<file path="src/design/vvr_pkg.sv">
// Package for the view vector rotator: widths, codes, reset values and the
// arctangent table of the CORDIC.
// Depends on nothing; every other file of the block imports it.
package vvr_pkg;

    // Default number of CORDIC micro-rotations
    localparam int CORDIC_STEPS_DEF = 16;

    // Field and datapath widths
    localparam int DATA_W      = 16;  // Q2.14 components and 16 bit registers
    localparam int OP_W        = 2;
    localparam int CFG_IDX_W   = 3;
    localparam int LANE_CNT    = 4;
    localparam int LANE_IDX_W  = 2;
    localparam int LANE_W      = 36;  // Q2.30 accumulators with growth headroom
    localparam int Z_W         = 17;  // residual angle in Q3.13
    localparam int MUL_W       = 17;
    localparam int PROD_W      = 2 * MUL_W;
    localparam int ATAN_IDX_W  = 5;

    // Fixed-point constants
    localparam logic [DATA_W-1:0] GAIN_K    = 16'd39797;  // CORDIC gain in Q0.16
    localparam logic [Z_W-1:0]    ANGLE_MAX = 17'd12868;  // pi/2 in Q3.13

    // Register reset values
    localparam logic [DATA_W-1:0] RST_ROT_SPEED     = 16'd12288;
    localparam logic [DATA_W-1:0] RST_START_DIR_X   = 16'hC000;
    localparam logic [DATA_W-1:0] RST_START_DIR_Y   = 16'd0;
    localparam logic [DATA_W-1:0] RST_START_PLANE_X = 16'd0;
    localparam logic [DATA_W-1:0] RST_START_PLANE_Y = 16'd10813;

    // Opcodes of an input beat
    typedef enum logic [OP_W-1:0] {
        OP_LEFT    = 2'd0,
        OP_RIGHT   = 2'd1,
        OP_RESTART = 2'd2
    } t_opcode;

    // Configuration register indexes
    typedef enum logic [CFG_IDX_W-1:0] {
        REG_ROT_SPEED     = 3'd0,
        REG_START_DIR_X   = 3'd1,
        REG_START_DIR_Y   = 3'd2,
        REG_START_PLANE_X = 3'd3,
        REG_START_PLANE_Y = 3'd4
    } t_cfg_reg;

    // Sequencer states of the top level
    typedef enum logic [2:0] {
        S_IDLE,
        S_MUL,
        S_ANG,
        S_SCALE,
        S_START,
        S_RUN,
        S_DONE
    } t_state;

    // Control from the sequencer to the CORDIC unit
    typedef struct packed {
        logic                  wr;
        logic [LANE_IDX_W-1:0] lane;
        logic                  start;
    } t_cor_ctl;

    // Status from the CORDIC unit to the sequencer
    typedef struct packed {
        logic busy;
        logic done;
    } t_cor_stat;

    // atan(2^-i) in Q3.13, rounded to nearest; zero beyond the table
    function automatic logic signed [Z_W-1:0] atan_q13(input logic [ATAN_IDX_W-1:0] idx);
        logic signed [Z_W-1:0] a;
        case (idx)
            5'd0:    a = 17'sd6434;
            5'd1:    a = 17'sd3798;
            5'd2:    a = 17'sd2007;
            5'd3:    a = 17'sd1019;
            5'd4:    a = 17'sd511;
            5'd5:    a = 17'sd256;
            5'd6:    a = 17'sd128;
            5'd7:    a = 17'sd64;
            5'd8:    a = 17'sd32;
            5'd9:    a = 17'sd16;
            5'd10:   a = 17'sd8;
            5'd11:   a = 17'sd4;
            5'd12:   a = 17'sd2;
            5'd13:   a = 17'sd1;
            default: a = 17'sd0;
        endcase
        return a;
    endfunction

endpackage

</file>
<file path="src/design/vvr_in_if.sv">
// Input channel of the view vector rotator: valid/ready with opcode and
// frame time. Depends on vvr_pkg.
interface vvr_in_if;
    import vvr_pkg::*;

    logic              valid;
    logic              ready;
    logic [OP_W-1:0]   opcode;
    logic [DATA_W-1:0] frame_time;

    modport source (output valid, output opcode, output frame_time, input ready);
    modport sink   (input valid, input opcode, input frame_time, output ready);
endinterface

</file>
<file path="src/design/vvr_out_if.sv">
// Output channel of the view vector rotator: valid/ready with the four
// updated vector components. Depends on vvr_pkg.
interface vvr_out_if;
    import vvr_pkg::*;

    logic                     valid;
    logic                     ready;
    logic signed [DATA_W-1:0] dir_x;
    logic signed [DATA_W-1:0] dir_y;
    logic signed [DATA_W-1:0] plane_x;
    logic signed [DATA_W-1:0] plane_y;

    modport source (output valid, output dir_x, output dir_y, output plane_x,
                    output plane_y, input ready);
    modport sink   (input valid, input dir_x, input dir_y, input plane_x,
                    input plane_y, output ready);
endinterface

</file>
<file path="src/design/vvr_cordic.sv">
// Iterative CORDIC unit: one shared micro-rotation step applied to two
// vectors (four lanes) per cycle, then rounding to Q2.14. Depends on vvr_pkg.
module vvr_cordic #(
    parameter int CORDIC_STEPS = vvr_pkg::CORDIC_STEPS_DEF
) (
    input  logic                                         i_clk,
    input  logic                                         i_rst_n,
    input  vvr_pkg::t_cor_ctl                            i_ctl,
    input  logic signed [vvr_pkg::LANE_W-1:0]            i_wr_data,
    input  logic signed [vvr_pkg::Z_W-1:0]               i_z,
    output vvr_pkg::t_cor_stat                           o_stat,
    output logic [vvr_pkg::LANE_CNT-1:0][vvr_pkg::DATA_W-1:0] o_res
);
    import vvr_pkg::*;

    localparam int                STEP_W    = $clog2(CORDIC_STEPS);
    localparam logic [STEP_W-1:0] STEP_LAST = STEP_W'(CORDIC_STEPS - 1);

    logic signed [LANE_W-1:0] r_x [LANE_CNT];
    logic signed [LANE_W-1:0] n_x [LANE_CNT];
    logic signed [LANE_W-1:0] w_sh [LANE_CNT];
    logic signed [Z_W-1:0]    r_z;
    logic signed [Z_W-1:0]    n_z;
    logic signed [Z_W-1:0]    w_atan;
    logic [STEP_W-1:0]        r_step;
    logic                     r_busy;
    logic                     r_fin;
    logic                     r_done;
    logic                     w_pos;
    logic [LANE_CNT-1:0][DATA_W-1:0] r_res;

    // Round half up to Q2.14 by dropping 16 fraction bits, then saturate.
    function automatic logic [DATA_W-1:0] round_q14(input logic signed [LANE_W-1:0] v);
        logic signed [LANE_W-1:0]    s;
        logic signed [LANE_W-17:0]   t;
        logic [DATA_W-1:0]           q;
        s = v + LANE_W'(32768);
        t = s[LANE_W-1:16];
        if (t > (LANE_W-16)'(32767)) begin
            q = 16'h7FFF;
        end else if (t < (LANE_W-16)'(-32768)) begin
            q = 16'h8000;
        end else begin
            q = t[DATA_W-1:0];
        end
        return q;
    endfunction

    // One micro-rotation: both vectors turn the same way as the residual angle says.
    always_comb begin
        w_pos  = !r_z[Z_W-1];
        w_atan = atan_q13(ATAN_IDX_W'(r_step));
        for (int l = 0; l < LANE_CNT; l++) begin
            w_sh[l] = r_x[l] >>> r_step;
        end
        for (int p = 0; p < LANE_CNT / 2; p++) begin
            if (w_pos) begin
                n_x[2*p]   = r_x[2*p] - w_sh[2*p+1];
                n_x[2*p+1] = r_x[2*p+1] + w_sh[2*p];
            end else begin
                n_x[2*p]   = r_x[2*p] + w_sh[2*p+1];
                n_x[2*p+1] = r_x[2*p+1] - w_sh[2*p];
            end
        end
        n_z = w_pos ? (r_z - w_atan) : (r_z + w_atan);
    end

    // Step counter, lane registers and the rounded results.
    always_ff @(posedge i_clk) begin
        if (!i_rst_n) begin
            r_busy <= 1'b0;
            r_fin  <= 1'b0;
            r_done <= 1'b0;
            r_step <= '0;
        end else begin
            r_fin  <= 1'b0;
            r_done <= 1'b0;
            if (i_ctl.start) begin
                r_busy <= 1'b1;
                r_step <= '0;
                r_z    <= i_z;
            end else if (r_busy) begin
                for (int l = 0; l < LANE_CNT; l++) begin
                    r_x[l] <= n_x[l];
                end
                r_z    <= n_z;
                r_step <= r_step + 1'b1;
                if (r_step == STEP_LAST) begin
                    r_busy <= 1'b0;
                    r_fin  <= 1'b1;
                end
            end
            if (i_ctl.wr) begin
                r_x[i_ctl.lane] <= i_wr_data;
            end
            if (r_fin) begin
                for (int l = 0; l < LANE_CNT; l++) begin
                    r_res[l] <= round_q14(r_x[l]);
                end
                r_done <= 1'b1;
            end
        end
    end

    assign o_stat.busy = r_busy | r_fin;
    assign o_stat.done = r_done;
    assign o_res       = r_res;

endmodule

</file>
<file path="src/design/view_vector_rotator.sv">
// View vector rotator, top level: configuration registers, vector state, the
// sequencer and the shared multiplier. Depends on vvr_pkg, vvr_in_if,
// vvr_out_if and vvr_cordic.
//
// Usage: the block holds a view direction and a camera plane vector in Q2.14.
// Each beat on i_in carries an opcode and a frame time. Rotate left and right
// turn both vectors by rot_speed * frame_time (Q3.13, limited to pi/2) with an
// iterative CORDIC; restart loads the start registers; the unused opcode
// leaves the vectors as they are. Every input beat yields exactly one beat on
// o_out with the four updated components.
// Sequence of a rotation after the accepted beat: angle product, angle, four gain
// pre-scales on the shared multiplier, start, one micro-rotation per cycle,
// rounding, write-back and the output register. Restart and the unused opcode
// go from the accepted beat straight to the output register.
// Throughput: i_in.ready is high only while the sequencer is idle, so a new beat
// is accepted only once the previous one has left the sequencer.
// The result sits in an output register, so the next beat is accepted while it
// waits; if the receiver stalls, the following result waits in the sequencer.
// Reset (synchronous, active low) restores the register and vector reset
// values. Configuration writes via i_cfg_we are taken at any edge.
module view_vector_rotator #(
    parameter int CORDIC_STEPS = vvr_pkg::CORDIC_STEPS_DEF
) (
    input  logic                             i_clk,
    input  logic                             i_rst_n,
    vvr_in_if.sink                           i_in,
    vvr_out_if.source                        o_out,
    input  logic                             i_cfg_we,
    input  logic [vvr_pkg::CFG_IDX_W-1:0]    i_cfg_idx,
    input  logic [vvr_pkg::DATA_W-1:0]       i_cfg_data
);
    import vvr_pkg::*;

    t_state                    r_state;
    t_state                    n_state;
    logic [OP_W-1:0]           r_op;
    logic [DATA_W-1:0]         r_ft;
    logic [DATA_W-1:0]         r_rot_speed;
    logic [DATA_W-1:0]         r_start_dir_x;
    logic [DATA_W-1:0]         r_start_dir_y;
    logic [DATA_W-1:0]         r_start_plane_x;
    logic [DATA_W-1:0]         r_start_plane_y;
    logic signed [DATA_W-1:0]  r_dir_x;
    logic signed [DATA_W-1:0]  r_dir_y;
    logic signed [DATA_W-1:0]  r_plane_x;
    logic signed [DATA_W-1:0]  r_plane_y;
    logic signed [PROD_W-1:0]  r_prod;
    logic [LANE_IDX_W-1:0]     r_lane;
    logic signed [Z_W-1:0]     r_z;
    logic                      r_out_valid;
    logic signed [DATA_W-1:0]  r_out_dir_x;
    logic signed [DATA_W-1:0]  r_out_dir_y;
    logic signed [DATA_W-1:0]  r_out_plane_x;
    logic signed [DATA_W-1:0]  r_out_plane_y;

    logic signed [MUL_W-1:0]   w_ma;
    logic signed [MUL_W-1:0]   w_mb;
    logic signed [PROD_W-1:0]  w_prod;
    logic signed [DATA_W-1:0]  w_comp;
    logic [Z_W-1:0]            w_ang_raw;
    logic [Z_W-1:0]            w_ang_sat;
    logic signed [Z_W-1:0]     w_z;
    logic                      w_in_acc;
    logic                      w_out_free;
    logic                      w_rotate;
    t_cor_ctl                  w_ctl;
    t_cor_stat                 w_stat;
    logic [LANE_CNT-1:0][DATA_W-1:0] w_res;

    assign w_in_acc   = i_in.valid && i_in.ready;
    assign w_out_free = !r_out_valid || o_out.ready;
    assign w_rotate   = (i_in.opcode == OP_LEFT) || (i_in.opcode == OP_RIGHT);

    // Component chosen for the gain pre-scale
    always_comb begin
        case (r_lane)
            2'd0:    w_comp = r_dir_x;
            2'd1:    w_comp = r_dir_y;
            2'd2:    w_comp = r_plane_x;
            default: w_comp = r_plane_y;
        endcase
    end

    // Shared multiplier: angle product first, then each component times the gain.
    always_comb begin
        if (r_state == S_MUL) begin
            w_ma = $signed({1'b0, r_rot_speed});
            w_mb = $signed({1'b0, r_ft});
        end else begin
            w_ma = MUL_W'(w_comp);
            w_mb = $signed({1'b0, GAIN_K});
        end
        w_prod = w_ma * w_mb;
    end

    // Angle in Q3.13, limited to pi/2 and negated for a left turn.
    always_comb begin
        w_ang_raw = r_prod[31:15];
        w_ang_sat = (w_ang_raw > ANGLE_MAX) ? ANGLE_MAX : w_ang_raw;
        w_z       = (r_op == OP_LEFT) ? -$signed(w_ang_sat) : $signed(w_ang_sat);
    end

    // Next state and the CORDIC control
    always_comb begin
        n_state    = r_state;
        w_ctl      = '0;
        w_ctl.lane = r_lane - 1'b1;
        case (r_state)
            S_IDLE: begin
                if (w_in_acc) begin
                    n_state = w_rotate ? S_MUL : S_DONE;
                end
            end
            S_MUL: begin
                n_state = S_ANG;
            end
            S_ANG: begin
                n_state = S_SCALE;
            end
            S_SCALE: begin
                w_ctl.wr = 1'b1;
                if (r_lane == '0) begin
                    n_state = S_START;
                end
            end
            S_START: begin
                w_ctl.start = 1'b1;
                n_state     = S_RUN;
            end
            S_RUN: begin
                if (w_stat.done) begin
                    n_state = S_DONE;
                end
            end
            S_DONE: begin
                if (w_out_free) begin
                    n_state = S_IDLE;
                end
            end
            default: begin
                n_state = S_IDLE;
            end
        endcase
    end

    // State register
    always_ff @(posedge i_clk) begin
        if (!i_rst_n) begin
            r_state <= S_IDLE;
        end else begin
            r_state <= n_state;
        end
    end

    // Configuration registers
    always_ff @(posedge i_clk) begin
        if (!i_rst_n) begin
            r_rot_speed     <= RST_ROT_SPEED;
            r_start_dir_x   <= RST_START_DIR_X;
            r_start_dir_y   <= RST_START_DIR_Y;
            r_start_plane_x <= RST_START_PLANE_X;
            r_start_plane_y <= RST_START_PLANE_Y;
        end else if (i_cfg_we) begin
            case (i_cfg_idx)
                REG_ROT_SPEED:     r_rot_speed     <= i_cfg_data;
                REG_START_DIR_X:   r_start_dir_x   <= i_cfg_data;
                REG_START_DIR_Y:   r_start_dir_y   <= i_cfg_data;
                REG_START_PLANE_X: r_start_plane_x <= i_cfg_data;
                REG_START_PLANE_Y: r_start_plane_y <= i_cfg_data;
                default: ;
            endcase
        end
    end

    // Vector state: loaded on restart, updated when the CORDIC finishes.
    always_ff @(posedge i_clk) begin
        if (!i_rst_n) begin
            r_dir_x   <= $signed(RST_START_DIR_X);
            r_dir_y   <= $signed(RST_START_DIR_Y);
            r_plane_x <= $signed(RST_START_PLANE_X);
            r_plane_y <= $signed(RST_START_PLANE_Y);
        end else if (w_in_acc && (i_in.opcode == OP_RESTART)) begin
            r_dir_x   <= $signed(r_start_dir_x);
            r_dir_y   <= $signed(r_start_dir_y);
            r_plane_x <= $signed(r_start_plane_x);
            r_plane_y <= $signed(r_start_plane_y);
        end else if ((r_state == S_RUN) && w_stat.done) begin
            r_dir_x   <= $signed(w_res[0]);
            r_dir_y   <= $signed(w_res[1]);
            r_plane_x <= $signed(w_res[2]);
            r_plane_y <= $signed(w_res[3]);
        end
    end

    // Input beat capture, product register, angle and lane counter
    always_ff @(posedge i_clk) begin
        r_prod <= w_prod;
        if (w_in_acc) begin
            r_op <= i_in.opcode;
            r_ft <= i_in.frame_time;
        end
        case (r_state)
            S_MUL: begin
                r_lane <= '0;
            end
            S_ANG: begin
                r_z    <= w_z;
                r_lane <= r_lane + 1'b1;
            end
            S_SCALE: begin
                r_lane <= r_lane + 1'b1;
            end
            default: ;
        endcase
    end

    // Output register: a result beat waits here until the receiver takes it.
    always_ff @(posedge i_clk) begin
        if (!i_rst_n) begin
            r_out_valid <= 1'b0;
        end else if ((r_state == S_DONE) && w_out_free) begin
            r_out_valid   <= 1'b1;
            r_out_dir_x   <= r_dir_x;
            r_out_dir_y   <= r_dir_y;
            r_out_plane_x <= r_plane_x;
            r_out_plane_y <= r_plane_y;
        end else if (o_out.ready) begin
            r_out_valid <= 1'b0;
        end
    end

    vvr_cordic #(
        .CORDIC_STEPS (CORDIC_STEPS)
    ) u_cordic (
        .i_clk     (i_clk),
        .i_rst_n   (i_rst_n),
        .i_ctl     (w_ctl),
        .i_wr_data (LANE_W'(r_prod)),
        .i_z       (r_z),
        .o_stat    (w_stat),
        .o_res     (w_res)
    );

    assign i_in.ready    = (r_state == S_IDLE);
    assign o_out.valid   = r_out_valid;
    assign o_out.dir_x   = r_out_dir_x;
    assign o_out.dir_y   = r_out_dir_y;
    assign o_out.plane_x = r_out_plane_x;
    assign o_out.plane_y = r_out_plane_y;

endmodule

</file>
<file path="src/flat_wrapper.sv">
// flat-port wrapper written by rule: the top's interface ports become plain ports
module view_vector_rotator_flat import vvr_pkg::*;
#(
    parameter int CORDIC_STEPS = vvr_pkg::CORDIC_STEPS_DEF
)
  (i_clk, i_rst_n, i_cfg_we, i_cfg_idx, i_cfg_data, i_in_valid, i_in_opcode, i_in_frame_time, i_in_ready, o_out_valid, o_out_dir_x, o_out_dir_y, o_out_plane_x, o_out_plane_y, o_out_ready);
  vvr_in_if i_in_i ();
  vvr_out_if o_out_i ();
  input  logic i_clk;
  input  logic i_rst_n;
  input  logic i_cfg_we;
  input  logic [vvr_pkg::CFG_IDX_W-1:0] i_cfg_idx;
  input  logic [vvr_pkg::DATA_W-1:0] i_cfg_data;
  input wire logic [$bits(i_in_i.valid)-1:0] i_in_valid;
  input wire logic [$bits(i_in_i.opcode)-1:0] i_in_opcode;
  input wire logic [$bits(i_in_i.frame_time)-1:0] i_in_frame_time;
  output wire logic [$bits(i_in_i.ready)-1:0] i_in_ready;
  output wire logic [$bits(o_out_i.valid)-1:0] o_out_valid;
  output wire logic [$bits(o_out_i.dir_x)-1:0] o_out_dir_x;
  output wire logic [$bits(o_out_i.dir_y)-1:0] o_out_dir_y;
  output wire logic [$bits(o_out_i.plane_x)-1:0] o_out_plane_x;
  output wire logic [$bits(o_out_i.plane_y)-1:0] o_out_plane_y;
  input wire logic [$bits(o_out_i.ready)-1:0] o_out_ready;
  assign i_in_i.valid = i_in_valid;
  assign i_in_i.opcode = i_in_opcode;
  assign i_in_i.frame_time = i_in_frame_time;
  assign i_in_ready = i_in_i.ready;
  assign o_out_valid = o_out_i.valid;
  assign o_out_dir_x = o_out_i.dir_x;
  assign o_out_dir_y = o_out_i.dir_y;
  assign o_out_plane_x = o_out_i.plane_x;
  assign o_out_plane_y = o_out_i.plane_y;
  assign o_out_i.ready = o_out_ready;
  view_vector_rotator #(.CORDIC_STEPS(CORDIC_STEPS)) u_core (.i_clk(i_clk), .i_rst_n(i_rst_n), .i_in(i_in_i), .o_out(o_out_i), .i_cfg_we(i_cfg_we), .i_cfg_idx(i_cfg_idx), .i_cfg_data(i_cfg_data));
endmodule
</file>
<file path="config.mk">
export PLATFORM = sky130hd
export DESIGN_NAME = view_vector_rotator_flat
export DESIGN_NICKNAME = d
export VERILOG_FILES = /design/src/design/vvr_pkg.sv /design/src/design/vvr_in_if.sv /design/src/design/vvr_out_if.sv /design/src/design/vvr_cordic.sv /design/src/design/view_vector_rotator.sv /design/src/flat_wrapper.sv
export SDC_FILE = /design/constraint.sdc
export NUM_CORES = 2
export LEC_CHECK = 0
export BUFFER_PORTS_ARGS = -buffer_cell sky130_fd_sc_hd__buf_2
export CAP_MARGIN = 40
export CORE_MARGIN = 2
export CORE_UTILIZATION = 50
export CTS_BUF_LIST = sky130_fd_sc_hd__clkbuf_4 sky130_fd_sc_hd__clkbuf_8 sky130_fd_sc_hd__clkbuf_16
export CTS_CLUSTER_DIAMETER = 80
export DETAILED_ROUTE_END_ITERATION = 10
export PLACE_DENSITY = 0.75
export SLEW_MARGIN = 30
export SYNTH_ARGS = -nofsm -noshare
export SYNTH_HDL_FRONTEND = slang
export SYNTH_SLANG_ARGS = --single-unit
</file>
<file path="constraint.sdc">
create_clock -name i_clk -period 20.2 [get_ports i_clk]
set_input_delay 1.01 -clock i_clk [delete_from_list [all_inputs] [get_ports i_clk]]
set_output_delay 1.01 -clock i_clk [all_outputs]
set_load 0.01 [all_outputs]
</file>
Word-level counts from Yosys, hierarchy flattened
Memories as Yosys holds them, arrays and structs flattened. A register that Yosys moved wholly into a read port is not among the register bits. Cells that the tools add are included.

Bits of input ports: 42. ROM bits: 208. Register bits: 371. Memories kept: 2. Memory bits (writable): 144. Output and inout bits: 66. Word-level logic and storage cells: 159.

Mux-type cells: 47. Reductions and logical operators: 28. $lt $le $gt $ge: 9. Bitwise operators: 2. $add $sub $neg: 18. Multipliers: 1. Equality and inequality tests: 19. Shift-type cells: 4.

Memory list: (no name shown) (words 16, width 13, read ports 1, clocked after Yosys merged registers in 1, write ports 0, line vvr_pkg.sv:75) `case (idx)`; u_core.u_cordic.r_x (words 4, width 36, read ports 4, clocked after Yosys merged registers in 0, write ports 5, line vvr_cordic.sv:19) `logic signed [LANE_W-1:0] r_x [LANE_CNT];`.

Operator list (count): $mux W16 (13); $add A36 B17 Y36 const B (4); $add A36 B36 Y36 (4); $mux W72 (2); $sshr A36 B4 Y36 (4); $sub A36 B36 Y36 (4); $mux W17 (6); $gt A20 B16 Y1 const B (4); $lt A20 B16 Y1 const B (4); $pmux W16 S3 (1); $mul A17 B17 Y34 (1); $pmux W3 S7 (1); $add A17 B17 Y17 (1); $gt A17 B14 Y1 const B (1); $neg A17 Y17 (1); $sub A17 B17 Y17 (1); $mux W1 (16); $reduce_and A2 Y1 (8); $mux W3 (5); $eq A3 B2 Y1 const B (4); $eq A3 B3 Y1 const B (4); $mux W4 (2); $reduce_bool A2 Y1 (4); $eq A3 B1 Y1 const B (2); 18 further kinds (31).

Logic depth before layout (Yosys ltp)
Depth in word-level cells: 5. Depth in mapped cells: 33. Depth with buffers taken out: 30.

Cells and area by module
Synthesis repeated with hierarchy kept, for this count alone.

Cell total of the unflattened synthesis: 5736. Area, all modules: 51215.4 µm².

Modules (own cells, without submodules): vvr_cordic (area an instance 29824.9 µm², sequential area each 7156.9 µm², cells each 3471, instances 1); view_vector_rotator (area an instance 21390.5 µm², sequential area each 6676.4 µm², cells each 2265, instances 1).

Worst setup path before layout
Ideal clock, no wire load.

Path type: input to register. From: input port i_rst_n. To: register u_core.r_out_dir_x[0] (netlist: u_core.o_out.dir_x[0]) (enable). Stages on the path: 3. Path slack: 11.337 ns. Path buffers: 2. Setup time: 0.667 ns. Data arrival time: 8.196 ns. Data required time: 19.533 ns. Cell sequence: clkbuf_1 -> clkbuf_1 -> nor4b_1.

Word-level cells in the longest chain between the ends: 1.

RTL lines: start: declaration (line flat_wrapper.sv:10) `input logic i_rst_n;`; $reduce_and A2 Y1 (no source line); end signal: assignment (line view_vector_rotator.sv:223) `r_out_dir_x <= r_dir_x;`; end: declaration (line view_vector_rotator.sv:51) `logic signed [DATA_W-1:0] r_out_dir_x;`.

Every way passes these cells. A chain may end at the register's enable or synchronous reset.

Worst setup path after layout
From: register u_core.r_lane[0]. To: register u_core.r_prod[31].

Word-level cells in the longest chain between the ends: 4. Elaborated cells on any way between the ends: 6. Classes of those cells: mul: 1; eq/ne: 2; mux: 2; reduce/logical: 1.

RTL lines: start: declaration (line view_vector_rotator.sv:48) `logic [LANE_IDX_W-1:0] r_lane;`; start signal: assignment (line view_vector_rotator.sv:208) `r_lane <= r_lane + 1'b1;`; start signal: assignment (line view_vector_rotator.sv:211) `r_lane <= r_lane + 1'b1;`; $eq A2 B2 Y1 (tied with other cells) (line view_vector_rotator.sv:76) `case (r_lane)`; $pmux W16 S3 * (line view_vector_rotator.sv:76); $mux W17 * (line view_vector_rotator.sv:86) `if (r_state == S_MUL) begin`; $mul A17 B17 Y34 * (line view_vector_rotator.sv:93) `w_prod = w_ma * w_mb;`; named net u_core.w_prod[31] (line view_vector_rotator.sv:58) `logic signed [PROD_W-1:0] w_prod;`; end signal: assignment (line view_vector_rotator.sv:197) `r_prod <= w_prod;`; end: declaration (line view_vector_rotator.sv:47) `logic signed [PROD_W-1:0] r_prod;`.

The timed path passes the listed nets; every way through them passes the cells marked *.

==> results.md <==
- Most common cell after layout, fill and taps aside: nand2_1
- Async S/R FF share, synth: 0%
- CP endpoint kind: register
- DR iter-0 viols: 5,368
- Postcts setup bufs: 0
- Sequential cell area: 0.0138 sq mm
- Largest net degree at the start of global routing: 95
- Largest cells by area after synthesis: edfxtp_1 (19%), fa_1 (11%), dfxtp_1 (7.9%), ha_1 (6.4%), nand2_1 (6.2%)
- Worst hold path class: reg2reg
- Synth unique cells: 114
- Vias: 44.2k
- Initial antenna violation count: 7
- Core Box Area: 0.102 sq mm
- Pre-antenna DRT Iters: 6
- TritonCTS clock tree: built
- CP max FO: 18
- Most used cell, CP: fa_1
- Detailed-route vias per instance: 6.23
- Die W: 325 microns
- # nets final: 6,256
- Most frequent cells in the layout: nand2_1 (856), inv_1 (457), nor2_1 (384)
- Routed Antenna Nets: 0
- Share of layout cells above drive strength 1: 10.1%
- Port bufs: 107
- Setup TNS: 0 ns
- Area Growth Syn to Fin: 7.29%
- Root Buffer: clkbuf_16
- Post-Syn Instances: 5,733
- I/O pins: 108
- CTS Buf Count: 60
- Max Fclk: 0.115 GHz
- Rel. slew slack: 39.2%
- CP Launch Type: register
- Post-CTS Hold Buffers: 0
- Wire length per cell: 23.1 microns
- Status: completed
- Detail Placement HPWL: 123,000 microns
- Filler Cell Count: 9,155
- Top cell type's share of synthesized area: 19.0%
- Worst R2R Start: u_core.r_lane[0]
- Chip Height: 325 microns
- Gp weighted congestion: 0.964
- Max clock buf depth: 3
- Worst reg2reg path endpoint: u_core.r_prod[31]
- Total of warnings raised by yosys: 0
- Crit path largest cell delay: 0.58 ns
- Detailed Route WL: 164,000 microns
- Final Hold Fails: 0
- Syn avg cell area: 8.98 sq um
- FF-to-FF path depth: 29
- Post-synth top area cell: edfxtp_1
- Cell row count: 117
- Synth Cell Area: 0.0515 sq mm
- Max-slew violations: 0
- Vias in the first global route: 42.1k
- # resized after CTS: 0
- Reg2reg setup slack: 11.53 ns
- Total global-route track usage: 30.4%
- Yosys reg bits: 528
- Max-Cap Viols: 0
- Htree depth: 2
- Critical Path RT: 20.80 ns
- Number of synthesized flops with an enable pin: 326
- Worst-path clk slew: 0.07 ns
- Minimum clock period: 8.67 ns
- Final period util: 42.9%
- Worst Hold Path EP: u_core.r_start_dir_y[10]
- Worst-margin pin slew: 0.910 ns
- Final setup skew: 0.0650 ns
- Multi-input gate area: 0.0345 sq mm
- GR Overflow Total: 0
- DRC Markers: 0
- Worst EP arrival: 9.27 ns
- Skew-Pair Late Insertion Delay: 0.71 ns
- Initial core utilization: 50.5%
- Setup CP Type: reg2reg
- Most used DFF post-synth: edfxtp_1
- Critical-path top delay cell: ha_1
- Hold Path Origin: u_core.r_start_dir_y[10]
- Die area: 0.106 sq mm
- First-pass GRT wire length: 249,000 microns
- CTS sink cnt: 528
- Hold path cells: 2
- Sequential area share after synthesis: 26.9%
- RSZ-0062 raised after global routing: false
- # setup viols final: 0
[area by class of cell]
class	instances	share of cell area (%)
diodes	3	0.0136
multi-input cells	4429	62.5
clock buffers	85	3.25
inverters	460	3.13
well taps	1368	3.10
repair buffers	187	2.31
clock inverters	28	0.630
flip-flops and latches	528	25.1
[logic make-up (layout without fill, tap and decap cells)]
group / after synthesis / count (layout) / share of synthesized area (%)
multiplexers: 335 / 335 / 10.2
AND/OR/NAND/NOR: 1896 / 1896 / 16.9
XOR/XNOR: 369 / 369 / 6.30
other: 2 / 16 / 0.0146
flip-flops: 528 / 528 / 26.9
buffers and inverters: 787 / 760 / 6.20
AO/OA/AOI/OAI: 1268 / 1268 / 16.0
adder cells (fa/ha/maj): 548 / 548 / 17.5
[worst max-delay path by stage]
stage                            end             start
2_1_floorplan  u_core.o_out.dir_x[0]           i_rst_n
3_3_place_gp       u_core.r_prod[31]  u_core.r_lane[1]
3_5_place_dp       u_core.r_prod[31]  u_core.r_lane[1]
4_1_cts            u_core.r_prod[31]  u_core.r_lane[1]
5_1_grt            u_core.r_prod[31]  u_core.r_lane[1]
6_report           u_core.r_prod[31]  u_core.r_lane[0]
[state kept, by name (all words and copies together), names as in the netlist, 17 cells and up]
name,cells
u_core.u_cordic.r_x,144
u_core.r_z,17
u_core.r_prod,34
u_core.u_cordic.r_z,17
u_core.u_cordic.o_res,64
[worst max-delay path: cells and delay by family (launching register included)]
kind            cells  cell delay, ns
compound gates      6            1.60
xor+xnor            1            0.15
buf+inv             6            0.62
fa+ha+maj           8            3.95
flops               1            0.46
simple gates        8            1.76
[metal layers]
metal  wire [microns]  GRT usage, %  vias to the layer above
met1            63600          39.8                    21370
met5               24             0                        -
li1                 -             -                    20002
met3            17500          6.57                      483
met4            10600          17.1                        4
met2            71900          46.8                     2297
[Yosys cell counts, types with 25 or more instances]
cell and number:
nand2_1 856, inv_1 458, nor2_1 388, a21oi_1 369, edfxtp_1 326, fa_1 284, o21ai_0 282, ha_1 264
clkbuf_1 238, dfxtp_1 202, xnor2_1 200, xor2_1 168, nand3_1 166, mux4_2 129, mux2i_1 123, and3_1 99
a21o_1 97, a21boi_0 84, o211a_1 73, mux2_2 66, nor3_1 61, nor2b_1 57, nand2b_1 56, a31oi_1 55
and2_1 49, o21a_1 40, buf_2 35, a211oi_1 31, o31ai_1 30, or3_1 29, buf_1 27, nand4_1 25
[metrics by stage]
step	area [sq um]	hold slack, ns	worst slack, ns	util, %	cells
2_1_floorplan	51500	0.426	11.34	-	5744
4_1_cts	55100	0.448	11.64	54.0	7075
6_report	55300	0.464	11.53	54.1	7088
5_1_grt	55200	0.464	11.02	54.1	7085
3_5_place_dp	53000	0.457	11.71	51.9	6962
3_3_place_gp	52800	0.451	11.94	51.8	6957
Power is left out: the tool's default activity adds up to more than one toggle a clock period on the data nets, which glitch-free logic cannot reach.
